## src/rtl/irfp_pkg.sv

```systemverilog
package irfp_pkg;

    // fixed field widths
    localparam int HANDLE_W   = 24;
    localparam int TIME_W     = 32;
    localparam int ENC_W      = 4;
    localparam int PIXEL_W    = 16;
    localparam int BOUNDS_W   = 64;
    localparam int MODE_W     = 10;
    localparam int COUNT_W    = 16;
    localparam int CFG_DATA_W = 64;
    localparam int CFG_IDX_W  = 3;

    // filter_mode bit positions
    localparam int FM_CREATED_MIN  = 0;
    localparam int FM_CREATED_MAX  = 1;
    localparam int FM_MODIFIED_MIN = 2;
    localparam int FM_MODIFIED_MAX = 3;
    localparam int FM_ENC_CHECK    = 4;
    localparam int FM_FIXED_RATIO  = 5;
    localparam int FM_ENC_LSB      = 6;

    // register reset values
    localparam logic [TIME_W-1:0]   RST_CREATED_MIN  = '0;
    localparam logic [TIME_W-1:0]   RST_CREATED_MAX  = '1;
    localparam logic [TIME_W-1:0]   RST_MODIFIED_MIN = '0;
    localparam logic [TIME_W-1:0]   RST_MODIFIED_MAX = '1;
    localparam logic [BOUNDS_W-1:0] RST_PIXEL_BOUNDS = 64'hFFFF_FFFF_0000_0000;
    localparam logic [MODE_W-1:0]   RST_FILTER_MODE  = '0;
    localparam logic [COUNT_W-1:0]  RST_MAX_RETURNED = '1;
    localparam logic [COUNT_W-1:0]  RST_START_OFFSET = '0;

    localparam logic [COUNT_W-1:0]  COUNT_SAT = '1;

    // result queue
    localparam int RQ_DEPTH = 4;
    localparam int RQ_PTR_W = $clog2(RQ_DEPTH);
    localparam int RQ_CNT_W = $clog2(RQ_DEPTH + 1);

    typedef enum logic [CFG_IDX_W-1:0] {
        REG_CREATED_MIN  = 3'd0,
        REG_CREATED_MAX  = 3'd1,
        REG_MODIFIED_MIN = 3'd2,
        REG_MODIFIED_MAX = 3'd3,
        REG_PIXEL_BOUNDS = 3'd4,
        REG_FILTER_MODE  = 3'd5,
        REG_MAX_RETURNED = 3'd6,
        REG_START_OFFSET = 3'd7
    } t_cfg_idx;

    typedef enum logic {
        RK_HANDLE  = 1'b0,
        RK_SUMMARY = 1'b1
    } t_result_kind;

    typedef struct packed {
        logic [HANDLE_W-1:0] image_handle;
        logic [TIME_W-1:0]   created_time;
        logic [TIME_W-1:0]   modified_time;
        logic [ENC_W-1:0]    encoding_code;
        logic [PIXEL_W-1:0]  pixel_width;
        logic [PIXEL_W-1:0]  pixel_height;
        logic                list_end;
    } t_record;

    typedef struct packed {
        t_result_kind        result_kind;
        logic [HANDLE_W-1:0] returned_handle;
        logic [COUNT_W-1:0]  returned_count;
        logic                run_last;
    } t_result;

    typedef struct packed {
        logic [TIME_W-1:0]   created_min;
        logic [TIME_W-1:0]   created_max;
        logic [TIME_W-1:0]   modified_min;
        logic [TIME_W-1:0]   modified_max;
        logic [BOUNDS_W-1:0] pixel_bounds;
        logic [MODE_W-1:0]   filter_mode;
        logic [COUNT_W-1:0]  max_returned;
        logic [COUNT_W-1:0]  start_offset;
    } t_cfg;

    // counter reload on register writes
    typedef struct packed {
        logic               max_we;
        logic               offset_we;
        logic [COUNT_W-1:0] value;
    } t_cnt_load;

    // filter verdict handed to the pager
    typedef struct packed {
        logic [HANDLE_W-1:0] handle;
        logic                pass;
        logic                last;
    } t_eval;

endpackage

```

## src/rtl/irfp_ifs.sv

```systemverilog
interface irfp_rec_if;
    logic              valid;
    logic              ready;
    irfp_pkg::t_record data;

    modport source (output valid, output data, input ready);
    modport sink   (input valid, input data, output ready);
endinterface

interface irfp_res_if;
    logic              valid;
    logic              ready;
    irfp_pkg::t_result data;

    modport source (output valid, output data, input ready);
    modport sink   (input valid, input data, output ready);
endinterface

```

## src/rtl/irfp_cfg.sv

```systemverilog
module irfp_cfg (
    input  logic                                i_clk,
    input  logic                                i_rst_n,
    input  logic                                i_cfg_we,
    input  logic [irfp_pkg::CFG_IDX_W-1:0]      i_cfg_idx,
    input  logic [irfp_pkg::CFG_DATA_W-1:0]     i_cfg_wdata,
    output irfp_pkg::t_cfg                      o_cfg,
    output irfp_pkg::t_cnt_load                 o_load
);

    irfp_pkg::t_cfg r_cfg;
    irfp_pkg::t_cfg n_cfg;

    always_comb begin
        n_cfg = r_cfg;
        o_load = '0;
        o_load.value = i_cfg_wdata[irfp_pkg::COUNT_W-1:0];
        if (i_cfg_we) begin
            unique case (irfp_pkg::t_cfg_idx'(i_cfg_idx))
                irfp_pkg::REG_CREATED_MIN: begin
                    n_cfg.created_min = i_cfg_wdata[irfp_pkg::TIME_W-1:0];
                end
                irfp_pkg::REG_CREATED_MAX: begin
                    n_cfg.created_max = i_cfg_wdata[irfp_pkg::TIME_W-1:0];
                end
                irfp_pkg::REG_MODIFIED_MIN: begin
                    n_cfg.modified_min = i_cfg_wdata[irfp_pkg::TIME_W-1:0];
                end
                irfp_pkg::REG_MODIFIED_MAX: begin
                    n_cfg.modified_max = i_cfg_wdata[irfp_pkg::TIME_W-1:0];
                end
                irfp_pkg::REG_PIXEL_BOUNDS: begin
                    n_cfg.pixel_bounds = i_cfg_wdata[irfp_pkg::BOUNDS_W-1:0];
                end
                irfp_pkg::REG_FILTER_MODE: begin
                    n_cfg.filter_mode = i_cfg_wdata[irfp_pkg::MODE_W-1:0];
                end
                irfp_pkg::REG_MAX_RETURNED: begin
                    n_cfg.max_returned = i_cfg_wdata[irfp_pkg::COUNT_W-1:0];
                    o_load.max_we = 1'b1;
                end
                irfp_pkg::REG_START_OFFSET: begin
                    n_cfg.start_offset = i_cfg_wdata[irfp_pkg::COUNT_W-1:0];
                    o_load.offset_we = 1'b1;
                end
                default: begin
                end
            endcase
        end
    end

    always_ff @(posedge i_clk) begin
        if (!i_rst_n) begin
            r_cfg.created_min  <= irfp_pkg::RST_CREATED_MIN;
            r_cfg.created_max  <= irfp_pkg::RST_CREATED_MAX;
            r_cfg.modified_min <= irfp_pkg::RST_MODIFIED_MIN;
            r_cfg.modified_max <= irfp_pkg::RST_MODIFIED_MAX;
            r_cfg.pixel_bounds <= irfp_pkg::RST_PIXEL_BOUNDS;
            r_cfg.filter_mode  <= irfp_pkg::RST_FILTER_MODE;
            r_cfg.max_returned <= irfp_pkg::RST_MAX_RETURNED;
            r_cfg.start_offset <= irfp_pkg::RST_START_OFFSET;
        end else begin
            r_cfg <= n_cfg;
        end
    end

    assign o_cfg = r_cfg;

endmodule

```

## src/rtl/irfp_filter.sv

```systemverilog
module irfp_filter #(
    parameter int TIME_BITS  = 32,
    parameter int PIXEL_BITS = 16
) (
    input  logic            i_clk,
    input  logic            i_rst_n,
    irfp_rec_if.sink        i_rec,
    input  irfp_pkg::t_cfg  i_cfg,
    input  logic            i_take,
    output logic            o_valid,
    output irfp_pkg::t_eval o_eval
);

    // compare widths after masking to the parameter widths
    localparam int TC  = (TIME_BITS < irfp_pkg::TIME_W) ? TIME_BITS : irfp_pkg::TIME_W;
    localparam int PW  = (PIXEL_BITS < irfp_pkg::PIXEL_W) ? PIXEL_BITS : irfp_pkg::PIXEL_W;
    localparam int EXT = (4 * PIXEL_BITS > irfp_pkg::BOUNDS_W) ? 4 * PIXEL_BITS
                                                               : irfp_pkg::BOUNDS_W;

    logic              r_valid;
    irfp_pkg::t_record r_rec;

    logic [TC-1:0]           ct;
    logic [TC-1:0]           mt;
    logic [EXT-1:0]          bounds_ext;
    logic [PIXEL_BITS-1:0]   min_w;
    logic [PIXEL_BITS-1:0]   min_h;
    logic [PIXEL_BITS-1:0]   max_w;
    logic [PIXEL_BITS-1:0]   max_h;
    logic [PIXEL_BITS-1:0]   w;
    logic [PIXEL_BITS-1:0]   h;
    logic [2*PIXEL_BITS-1:0] prod_hw;
    logic [2*PIXEL_BITS-1:0] prod_wh;
    logic [irfp_pkg::MODE_W-1:0] fm;
    logic                    fail_time;
    logic                    fail_enc;
    logic                    fail_size;
    logic                    fail_ratio;

    assign i_rec.ready = !r_valid || i_take;

    always_ff @(posedge i_clk) begin
        if (!i_rst_n) begin
            r_valid <= 1'b0;
        end else if (i_rec.ready) begin
            r_valid <= i_rec.valid;
        end
    end

    always_ff @(posedge i_clk) begin
        if (i_rec.valid && i_rec.ready) begin
            r_rec <= i_rec.data;
        end
    end

    assign fm = i_cfg.filter_mode;
    assign ct = r_rec.created_time[TC-1:0];
    assign mt = r_rec.modified_time[TC-1:0];

    // bounds above bit 63 read as zero
    assign bounds_ext = EXT'(i_cfg.pixel_bounds);
    assign min_w = bounds_ext[0 +: PIXEL_BITS];
    assign min_h = bounds_ext[PIXEL_BITS +: PIXEL_BITS];
    assign max_w = bounds_ext[2*PIXEL_BITS +: PIXEL_BITS];
    assign max_h = bounds_ext[3*PIXEL_BITS +: PIXEL_BITS];

    assign w = PIXEL_BITS'(r_rec.pixel_width[PW-1:0]);
    assign h = PIXEL_BITS'(r_rec.pixel_height[PW-1:0]);

    // full-precision cross products for the aspect check
    assign prod_hw = (2*PIXEL_BITS)'(max_h) * (2*PIXEL_BITS)'(w);
    assign prod_wh = (2*PIXEL_BITS)'(max_w) * (2*PIXEL_BITS)'(h);

    always_comb begin
        fail_time = (fm[irfp_pkg::FM_CREATED_MIN]  && (ct < i_cfg.created_min[TC-1:0]))
                 || (fm[irfp_pkg::FM_CREATED_MAX]  && (ct > i_cfg.created_max[TC-1:0]))
                 || (fm[irfp_pkg::FM_MODIFIED_MIN] && (mt < i_cfg.modified_min[TC-1:0]))
                 || (fm[irfp_pkg::FM_MODIFIED_MAX] && (mt > i_cfg.modified_max[TC-1:0]));
        fail_enc  = fm[irfp_pkg::FM_ENC_CHECK]
                 && (r_rec.encoding_code != fm[irfp_pkg::FM_ENC_LSB +: irfp_pkg::ENC_W]);
        fail_size = (min_w > w) || (min_h > h) || (max_w < w) || (max_h < h);
        fail_ratio = fm[irfp_pkg::FM_FIXED_RATIO] && (prod_hw != prod_wh);
    end

    assign o_valid       = r_valid;
    assign o_eval.handle = r_rec.image_handle;
    assign o_eval.last   = r_rec.list_end;
    assign o_eval.pass   = !(fail_time || fail_enc || fail_size || fail_ratio);

endmodule

```

## src/rtl/irfp_pager.sv

```systemverilog
module irfp_pager (
    input  logic                i_clk,
    input  logic                i_rst_n,
    input  logic                i_valid,
    input  irfp_pkg::t_eval     i_eval,
    output logic                o_take,
    input  irfp_pkg::t_cfg      i_cfg,
    input  irfp_pkg::t_cnt_load i_load,
    irfp_res_if.source          o_res
);

    logic [irfp_pkg::COUNT_W-1:0]  r_skip_left;
    logic [irfp_pkg::COUNT_W-1:0]  r_return_left;
    logic [irfp_pkg::COUNT_W-1:0]  r_total;
    logic [irfp_pkg::COUNT_W-1:0]  n_skip_left;
    logic [irfp_pkg::COUNT_W-1:0]  n_return_left;
    logic [irfp_pkg::COUNT_W-1:0]  n_total;

    irfp_pkg::t_result             r_queue [irfp_pkg::RQ_DEPTH];
    logic [irfp_pkg::RQ_PTR_W-1:0] r_wr_ptr;
    logic [irfp_pkg::RQ_PTR_W-1:0] r_rd_ptr;
    logic [irfp_pkg::RQ_CNT_W-1:0] r_count;
    logic [irfp_pkg::RQ_PTR_W-1:0] n_wr_ptr;
    logic [irfp_pkg::RQ_PTR_W-1:0] n_rd_ptr;
    logic [irfp_pkg::RQ_CNT_W-1:0] n_count;

    logic                          hit;
    logic                          emit;
    logic                          push_sum;
    logic                          pop;
    logic [irfp_pkg::RQ_PTR_W-1:0] sum_idx;
    logic [irfp_pkg::COUNT_W-1:0]  total_inc;
    irfp_pkg::t_result             ent_handle;
    irfp_pkg::t_result             ent_sum;

    // room for two entries, since a last record can push a handle and a summary
    assign o_take = i_valid
                 && (r_count <= irfp_pkg::RQ_CNT_W'(irfp_pkg::RQ_DEPTH - 2));

    assign hit      = o_take && i_eval.pass && (r_return_left != '0);
    assign emit     = hit && (r_skip_left == '0);
    assign push_sum = o_take && i_eval.last;
    assign pop      = o_res.valid && o_res.ready;

    assign total_inc = (emit && (r_total != irfp_pkg::COUNT_SAT)) ? r_total + 1'b1
                                                                  : r_total;

    always_comb begin
        n_skip_left   = r_skip_left;
        n_return_left = r_return_left;
        n_total       = total_inc;
        if (hit && !emit) begin
            n_skip_left = r_skip_left - 1'b1;
        end
        if (emit) begin
            n_return_left = r_return_left - 1'b1;
        end
        // reload for the next listing
        if (push_sum) begin
            n_skip_left   = i_cfg.start_offset;
            n_return_left = i_cfg.max_returned;
            n_total       = '0;
        end
        if (i_load.offset_we) begin
            n_skip_left = i_load.value;
        end
        if (i_load.max_we) begin
            n_return_left = i_load.value;
        end
    end

    always_comb begin
        ent_handle.result_kind     = irfp_pkg::RK_HANDLE;
        ent_handle.returned_handle = i_eval.handle;
        ent_handle.returned_count  = '0;
        ent_handle.run_last        = !i_eval.last;
        ent_sum.result_kind        = irfp_pkg::RK_SUMMARY;
        ent_sum.returned_handle    = '0;
        ent_sum.returned_count     = total_inc;
        ent_sum.run_last           = 1'b1;
    end

    assign sum_idx  = r_wr_ptr + irfp_pkg::RQ_PTR_W'(emit);
    assign n_wr_ptr = r_wr_ptr + irfp_pkg::RQ_PTR_W'(emit) + irfp_pkg::RQ_PTR_W'(push_sum);
    assign n_rd_ptr = r_rd_ptr + irfp_pkg::RQ_PTR_W'(pop);
    assign n_count  = r_count + irfp_pkg::RQ_CNT_W'(emit) + irfp_pkg::RQ_CNT_W'(push_sum)
                    - irfp_pkg::RQ_CNT_W'(pop);

    always_ff @(posedge i_clk) begin
        if (!i_rst_n) begin
            r_skip_left   <= irfp_pkg::RST_START_OFFSET;
            r_return_left <= irfp_pkg::RST_MAX_RETURNED;
            r_total       <= '0;
            r_wr_ptr      <= '0;
            r_rd_ptr      <= '0;
            r_count       <= '0;
        end else begin
            r_skip_left   <= n_skip_left;
            r_return_left <= n_return_left;
            r_total       <= n_total;
            r_wr_ptr      <= n_wr_ptr;
            r_rd_ptr      <= n_rd_ptr;
            r_count       <= n_count;
        end
    end

    always_ff @(posedge i_clk) begin
        if (emit) begin
            r_queue[r_wr_ptr] <= ent_handle;
        end
        if (push_sum) begin
            r_queue[sum_idx] <= ent_sum;
        end
    end

    assign o_res.valid = (r_count != '0);
    assign o_res.data  = r_queue[r_rd_ptr];

    a_queue_bound: assert property (@(posedge i_clk) disable iff (!i_rst_n)
        r_count <= irfp_pkg::RQ_CNT_W'(irfp_pkg::RQ_DEPTH))
        else $error("result queue overfilled");

    a_reload_after_last: assert property (@(posedge i_clk) disable iff (!i_rst_n)
        (push_sum && !i_load.offset_we && !i_load.max_we)
        |=> (r_total == '0) && (r_skip_left == $past(i_cfg.start_offset))
            && (r_return_left == $past(i_cfg.max_returned)))
        else $error("counters not reloaded after end of list");

    a_no_return_when_spent: assert property (@(posedge i_clk) disable iff (!i_rst_n)
        (o_take && (r_return_left == '0) && !i_eval.last
            && !i_load.offset_we && !i_load.max_we)
        |=> $stable(r_total) && $stable(r_skip_left) && $stable(r_wr_ptr))
        else $error("record returned after limit reached");

endmodule

```

## src/rtl/image_record_filter_paginator.sv

```systemverilog
// channel   dir  handshake            payload
// i_rec     in   valid/ready          t_record: handle, times, encoding, size, list_end
// o_res     out  valid/ready          t_result: kind, handle, count, run_last
// cfg       in   i_cfg_we (no ready)  i_cfg_idx selects register, i_cfg_wdata 64 bits
//
// one record per cycle while the queue has room; a record's results enter the queue
// when taken (input register at the transfer, compare and counter update at the take)
// a record can create two results (handle and summary); the 4-entry result queue drains
// one per cycle while o_res.ready is high; input stalls only if under two slots are free
// synchronous active-low reset loads register defaults and empties the pipeline
// an output stall fills the queue, then holds the input register, then drops i_rec.ready
module image_record_filter_paginator #(
    parameter int TIME_BITS  = 32,
    parameter int PIXEL_BITS = 16
) (
    input  logic                            i_clk,
    input  logic                            i_rst_n,
    irfp_rec_if.sink                        i_rec,
    irfp_res_if.source                      o_res,
    input  logic                            i_cfg_we,
    input  logic [irfp_pkg::CFG_IDX_W-1:0]  i_cfg_idx,
    input  logic [irfp_pkg::CFG_DATA_W-1:0] i_cfg_wdata
);

    // register file and counter reload strobes
    irfp_pkg::t_cfg      cfg;
    irfp_pkg::t_cnt_load cnt_load;

    // filter verdict of the registered record
    logic                eval_valid;
    irfp_pkg::t_eval     eval;
    logic                eval_take;

    irfp_cfg u_cfg (
        .i_clk       (i_clk),
        .i_rst_n     (i_rst_n),
        .i_cfg_we    (i_cfg_we),
        .i_cfg_idx   (i_cfg_idx),
        .i_cfg_wdata (i_cfg_wdata),
        .o_cfg       (cfg),
        .o_load      (cnt_load)
    );

    // input register plus time, encoding, size and aspect compares
    irfp_filter #(
        .TIME_BITS  (TIME_BITS),
        .PIXEL_BITS (PIXEL_BITS)
    ) u_filter (
        .i_clk   (i_clk),
        .i_rst_n (i_rst_n),
        .i_rec   (i_rec),
        .i_cfg   (cfg),
        .i_take  (eval_take),
        .o_valid (eval_valid),
        .o_eval  (eval)
    );

    // skip/return counters and the result queue feeding o_res
    irfp_pager u_pager (
        .i_clk   (i_clk),
        .i_rst_n (i_rst_n),
        .i_valid (eval_valid),
        .i_eval  (eval),
        .o_take  (eval_take),
        .i_cfg   (cfg),
        .i_load  (cnt_load),
        .o_res   (o_res)
    );

endmodule

```

## src/flat_wrapper.sv

```systemverilog
// flat-port wrapper written by rule: the top's interface ports become plain ports
module image_record_filter_paginator_flat 
#(
    parameter int TIME_BITS  = 32,
    parameter int PIXEL_BITS = 16
)
  (i_clk, i_rst_n, i_cfg_we, i_cfg_idx, i_cfg_wdata, i_rec_valid, i_rec_data, i_rec_ready, o_res_valid, o_res_data, o_res_ready);
  irfp_rec_if i_rec_i ();
  irfp_res_if o_res_i ();
  input  logic i_clk;
  input  logic i_rst_n;
  input  logic i_cfg_we;
  input  logic [irfp_pkg::CFG_IDX_W-1:0] i_cfg_idx;
  input  logic [irfp_pkg::CFG_DATA_W-1:0] i_cfg_wdata;
  input wire logic [$bits(i_rec_i.valid)-1:0] i_rec_valid;
  input wire logic [$bits(i_rec_i.data)-1:0] i_rec_data;
  output wire logic [$bits(i_rec_i.ready)-1:0] i_rec_ready;
  output wire logic [$bits(o_res_i.valid)-1:0] o_res_valid;
  output wire logic [$bits(o_res_i.data)-1:0] o_res_data;
  input wire logic [$bits(o_res_i.ready)-1:0] o_res_ready;
  assign i_rec_i.valid = i_rec_valid;
  assign i_rec_i.data = i_rec_data;
  assign i_rec_ready = i_rec_i.ready;
  assign o_res_valid = o_res_i.valid;
  assign o_res_data = o_res_i.data;
  assign o_res_i.ready = o_res_ready;
  image_record_filter_paginator #(.TIME_BITS(TIME_BITS), .PIXEL_BITS(PIXEL_BITS)) u_core (.i_clk(i_clk), .i_rst_n(i_rst_n), .i_rec(i_rec_i), .o_res(o_res_i), .i_cfg_we(i_cfg_we), .i_cfg_idx(i_cfg_idx), .i_cfg_wdata(i_cfg_wdata));
endmodule
```

## config.mk

```make
export PLATFORM = sky130hd
export DESIGN_NAME = image_record_filter_paginator_flat
export DESIGN_NICKNAME = d
export VERILOG_FILES = /design/src/rtl/irfp_pkg.sv /design/src/rtl/irfp_ifs.sv /design/src/rtl/irfp_cfg.sv /design/src/rtl/irfp_filter.sv /design/src/rtl/irfp_pager.sv /design/src/rtl/image_record_filter_paginator.sv /design/src/flat_wrapper.sv
export SDC_FILE = /design/constraint.sdc
export NUM_CORES = 2
export LEC_CHECK = 0
export ABC_AREA = 0
export BUFFER_PORTS_ARGS = -buffer_cell sky130_fd_sc_hd__buf_2
export CORE_UTILIZATION = 40
export CTS_BUF_LIST = sky130_fd_sc_hd__clkbuf_16
export DETAILED_ROUTE_END_ITERATION = 12
export PLACE_DENSITY = 0.63
export SETUP_SLACK_MARGIN = 0.2
export SKIP_LAST_GASP = 1
export SLEW_MARGIN = 20
export SYNTH_ARGS = -nofsm -noshare
export SYNTH_HDL_FRONTEND = slang
export SYNTH_HIERARCHICAL = 1
export SYNTH_SLANG_ARGS = --single-unit
```

## constraint.sdc

```tcl
create_clock -name i_clk -period 17.9 [get_ports i_clk]
set_clock_uncertainty 0.05 [all_clocks]
set_input_delay 3.58 -clock i_clk [delete_from_list [all_inputs] [get_ports i_clk]]
set_output_delay 3.58 -clock i_clk [all_outputs]
set_load 0.02 [all_outputs]
```

======== Yosys cells after proc, flatten, opt, wreduce, memory -nomap -nowiden ========
Memories as Yosys holds them, arrays and structs flattened. A register that Yosys moved wholly into a read port is not among the register bits.
Cells that the tools add are included.
word-level totals
  output and inout bits ................... 44
  word-level logic and storage cells ...... 113
  flip-flop bits (word level) ............. 415
  memory bits (writable) .................. 168
  input bits .............................. 197
  memories kept ........................... 1
cells by class
  reduce and logical (&&, ||, !) cells .... 44
  multipliers ............................. 2
  equal/unequal tests ..................... 10
  multiplexer cells ....................... 15
  add/sub/neg operators ................... 9
  $lt $le $gt $ge ......................... 9
  bitwise operators ....................... 1
memory list
  name                    depth  bits a word  read ports  clocked after Yosys merged registers in  write ports  line              source
  u_core.u_pager.r_queue  4      42           1           1                                        2            irfp_pager.sv:19  irfp_pkg::t_result r_queue [irfp_pkg::RQ_DEPTH];
operators with widths
  kind                     number
  $mux W16                 7
  $gt A32 B32 Y1           2
  $lt A32 B32 Y1           2
  $mul A16 B16 Y32         2
  $gt A16 B16 Y1           2
  $lt A16 B16 Y1           2
  $ne A32 B32 Y1           1
  $sub A16 B1 Y16 const B  2
  $add A16 B1 Y16 const B  1
  $logic_not A16 Y1        1
  $ne A16 B16 Y1 const B   1
  $reduce_and A2 Y1        8
  $reduce_bool A16 Y1      1
  $logic_and A1 B1 Y1      15
  $eq A3 B3 Y1 const B     4
  $logic_or A1 B1 Y1       10
  $reduce_bool A3 Y1       3
  $add A2 B1 Y2            3
  $add A3 B1 Y3            2
  $eq A3 B2 Y1 const B     2
  $mux W1                  6
  $logic_not A1 Y1         4
  $mux W2                  2
  $ne A4 B4 Y1             1
  other kinds (6)          6

======== Logic depth before layout (Yosys ltp) ========
  depth in word-level cells ............... 17
  mapped depth ............................ 35

======== Hierarchy ========
Netlist, hierarchy kept.
modules (own cells, without submodules)
  module       area each (um^2)  cells each  instances  sequential area each (um^2)
  irfp_filter  25574.5           2728        1          3773.6
  irfp_pager   10367.4           1088        1          5104.9
  irfp_cfg     9335.2            888         1          4684.5

======== Worst setup path after synthesis ========
No wires, ideal clock.
  kind .................................... register -> register
  start ................................... reg u_core.u_cfg.r_cfg (netlist bit u_core/u_cfg/o_cfg[97])
  end ..................................... mem u_core/u_pager/r_queue[0][10] in the netlist's numbering (enable)
  stages on the path, launching flop included .. 32
  arrival time ............................ 8.657 ns
  required time ........................... 17.478 ns
  path buffers ............................ 6
  path slack .............................. 8.822 ns
  library setup time ...................... 0.372 ns
  clock period less this slack ............ 9.078 ns
  cells stage by stage .................... dfxtp_1 clkbuf_1 clkbuf_1 nand2_1 fa_1 fa_1 fa_1 fa_1 fa_1 fa_1 inv_1 ha_1 clkbuf_1 a21oi_1 a21o_1 a21oi_1 a2111oi_2 nor2_1 xnor2_1 nand2b_1 or4_1 or4_1 o21ai_1 o211a_1 nand4_2 inv_2 ha_1 clkbuf_1 or3_1 buf_1 clkbuf_1 nand2_1
RTL lines
  element                   line              source
  start: declaration        irfp_cfg.sv:11    irfp_pkg::t_cfg r_cfg;
  start signal: assignment  irfp_cfg.sv:63    r_cfg <= n_cfg;
  end: declaration          irfp_pager.sv:19

==> impl_summary.txt <==
----------------------------------------------------
[Placed design]
  Total of buffers placed on input and output ports ... 240
  Hpwl dp ... 89000 um
  Global placer's final weighted congestion ... 0.878

[Timing]
  # setup viols final ... 0
  Crit share post-route ... 64.6%
  Transition time at the pin with the least slew margin ... 1.17 ns
  Final setup TNS ... 0 ns
  Worst slew slack as a fraction of its limit ... 21.5%
  Min Tclk post-route ... 11.57 ns
  Setup repair after global routing missed its margin ... no
  Peak clock frequency supported by timing ... 86.5 MHz
  Total count of max-transition violations in the final report ... 0
  Endpoints failing hold ... 0

[Setup path]
  Data required time of the critical path ... 18.10 ns
  Kind of start point of the critical path ... flop
  Max Fanout on Critical Path ... 21
  Most repeated library cell on the critical path ... sky130_fd_sc_hd__fa_1
  Flop2flop setup slack ... 6.33 ns
  Top Family by Delay on Critical Path ... adder cells
  Start-to-end type of the worst setup path ... reg2reg
  Cell at the slowest stage of the critical path ... sky130_fd_sc_hd__dfxtp_1
  Number of buffers and inverters on the critical path ... 2
  Crit path DAT ... 11.76 ns
  Largest incremental delay on the critical path ... 0.90 ns
  Crit end category ... flop

[Synthesis]
  Post-Syn Instances ... 4704
  Fraction of post-synthesis cell area in the top cell type by area ... 17.4%
  Average cell area after synthesis ... 9.63 um^2
  Cell taking the most area after synthesis ... sky130_fd_sc_hd__dfxtp_1
  Async set or reset register ratio after synthesis ... 0%
  Ys flop type ... sky130_fd_sc_hd__dfxtp_1
  Area of the mapped netlist ... 45300 um^2
  Dominant cells by area after synthesis ... sky130_fd_sc_hd__dfxtp_1, sky130_fd_sc_hd__fa_1, sky130_fd_sc_hd__edfxtp_1
  Count of synthesis-stage warnings from yosys ... 6
  Number of enable-type register cells in the synthesized netlist ... 189
  Count of distinct cell types in the synthesized netlist ... 87
  Number of storage elements in the synthesis netlist ... 583
  Total nets after synthesis ... 5697
  Share of the yosys chip area belonging to registers ... 30.0%

[Floorplan]
  Floorplan die area ... 115000 um^2
  Area of the core region ... 112000 um^2
  Starting utilization of the core area ... 40.3%
  Vertical die dimension ... 338 um
  Standard-cell rows ... 123
  Die span in x ... 338 um
  Number of top-level pins ... 241

[Global route]
  Largest net degree at the start of global routing ... 228
  Total congestion overflow ... 0
  Vias in the first global route ... 33600
  GRT Overall Usage ... 21.0%
  Number of antenna violations at the first check in global routing ... 4
  First-pass GRT wire length ... 189000 um

[CTS]
  Post-CTS repair timing setup buffer count ... 0
  Latest clock arrival within the worst-skew pair ... 0.67 ns
  TritonCTS buffer count ... 69
  Number of gates resized after CTS ... 0
  Number of buffers on the longest clock path ... 3
  Hold buffer count at cts ... 0
  Clk pin slew, worst setup/hold paths ... 0.06 ns
  Maximum level of the CTS H-tree ... 3
  CTS tree ... yes
  Root Buffer Master ... sky130_fd_sc_hd__clkbuf_16
  Total number of clock tree sinks ... 583

[Flow run]
  Max Cap Viol ... 0

[Cells and area]
  Most frequent standard cell in the layout excluding fill and tap cells ... sky130_fd_sc_hd__nand2_1
  Share of layout cells above drive strength 1 ... 9.40%
  Footprint of the multi-input gates ... 28400 um^2
  # fillers ... 10800
  Layout overhead on the synthesized area ... 9.47%
  Area taken by flip-flops and latches ... 13600 um^2
  Final net count ... 5778
  Commonest non-fill, non-tap cells in the layout ... sky130_fd_sc_hd__nand2_1, sky130_fd_sc_hd__inv_1, sky130_fd_sc_hd__ha_1, sky130_fd_sc_hd__dfxtp_1, sky130_fd_sc_hd__fa_1

[Min path]
  Class of the tightest hold or removal check ... reg2reg

[Route]
  Via total after detailed routing ... 33100
  Detailed-route wire length per cell ... 18.9 um
  DRT antenna net count ... 0
  Residual DRC count ... 0
  Drt pass-1 iters ... 5
  Total wire length after detailed routing ... 120000 um
  Routed vias/inst ... 5.21
  Initial DRC count ... 1974

[Run status]
  Outcome ... complete, no violations

----------------------------------------------------
==> kinds of logic (layout without fill, tap and decap cells) <==
group                      after synthesis  in the layout  synth area share, %
buffers and inverters                  795            932                 7.46
adders and majority gates              796            796                 28.5
xor gates and xnor gates               115            115                 2.29
DFF                                    583            583                 30.0
AOI/OAI and AO/OA                      554            554                 7.53
other                                    0              1                    0
and+or+nand+nor                       1584           1584                 17.0
muxes                                  277            277                 7.28
==> layer usage <==
| layer | vias to the layer above | track usage (%) | routed length [um] |
|---|---|---|---|
| met5 | - | 0 | 40 |
| met4 | 8 | 8.48 | 4660 |
| met3 | 216 | 3.00 | 6290 |
| met2 | 911 | 33.9 | 55600 |
| met1 | 16200 | 28.2 | 53300 |
| li1 | 15700 | - | - |
==> synth_stat cells, types with 88 or more instances <==
master	number
sky130_fd_sc_hd__nand2_1	784
sky130_fd_sc_hd__inv_1	533
sky130_fd_sc_hd__ha_1	406
sky130_fd_sc_hd__dfxtp_1	394
sky130_fd_sc_hd__fa_1	390
sky130_fd_sc_hd__a21oi_1	235
sky130_fd_sc_hd__mux2i_1	235
sky130_fd_sc_hd__nor2b_1	190
sky130_fd_sc_hd__edfxtp_1	189
sky130_fd_sc_hd__and2_1	186
sky130_fd_sc_hd__nor2_1	177
sky130_fd_sc_hd__clkbuf_1	156
sky130_fd_sc_hd__o21ai_0	101
sky130_fd_sc_hd__xnor2_1	88
==> state kept, by name, summed over array words and instances (netlist names) <==
name	count
u_core/u_pager/r_skip_left	16
u_core/u_filter/o_valid	1
u_core/u_cfg/o_cfg	234
u_core/u_pager/r_wr_ptr	2
u_core/u_pager/r_rd_ptr	2
u_core/u_filter/o_eval	25
u_core/u_filter/h	16
u_core/u_pager/r_count	3
u_core/u_filter/w	16
u_core/u_filter/mt	32
u_core/u_pager/r_return_left	16
u_core/u_pager/r_queue	168
u_core/u_pager/r_total	16
u_core/u_filter/ct	32
u_core/u_filter/r_rec	4
==> worst min-delay path: stages, from the launching register on <==
cell	delay (ns)
sky130_fd_sc_hd__dfxtp_1	0.31
sky130_fd_sc_hd__nand2_1	0.05
sky130_fd_sc_hd__nand2_1	0.04
==> final cells by class <==
class                      count  share of cell area [%]
clock inverter                54                   0.906
multi-input combinational   3326                    57.2
timing repair buffer         271                    2.98
inverter                     534                    4.04
antenna                        1                 0.00505
clock buffer                  73                    3.69
sequential                   583                    27.4
tap                         1500                    3.79
==> final timing paths <==
| check | from | endpoint | cells past startpoint |
|---|---|---|---|
| worst min-delay path | u_core/u_pager/r_queue[1][41]$_SDFFE_PP1P_ | u_core/u_pager/r_queue[1][41]$_SDFFE_PP1P_ | 2 |
| worst min register to register | u_core/u_pager/r_queue[1][41]$_SDFFE_PP1P_ | u_core/u_pager/r_queue[1][41]$_SDFFE_PP1P_ | 2 |
| worst max register to register | u_core/u_cfg/o_cfg[97]$_SDFFE_PN1P_ | u_core/u_pager/r_queue[1][14]$_DFFE_PP_ | 26 |
| worst max-delay path | u_core/u_cfg/o_cfg[97]$_SDFFE_PN1P_ | u_core/u_pager/r_queue[1][14]$_DFFE_PP_ | 26 |
==> through the flow <==
stage	instance area (um^2)	setup WS, ns	instances	hold WS (ns)	utilization [%]
after detailed placement	47300	6.36	6213	0.389	42.1
final	49600	6.33	6342	0.397	44.1
after floorplan	45300	8.82	4704	0.368	-
after CTS	49500	6.28	6340	0.398	44.1
after global routing	49600	5.65	6341	0.414	44.1
after global placement	47300	6.61	6213	0.384	42.1
Power is left out: the tool's default activity adds up to more than one toggle a clock period on the data nets, which glitch-free logic cannot reach.
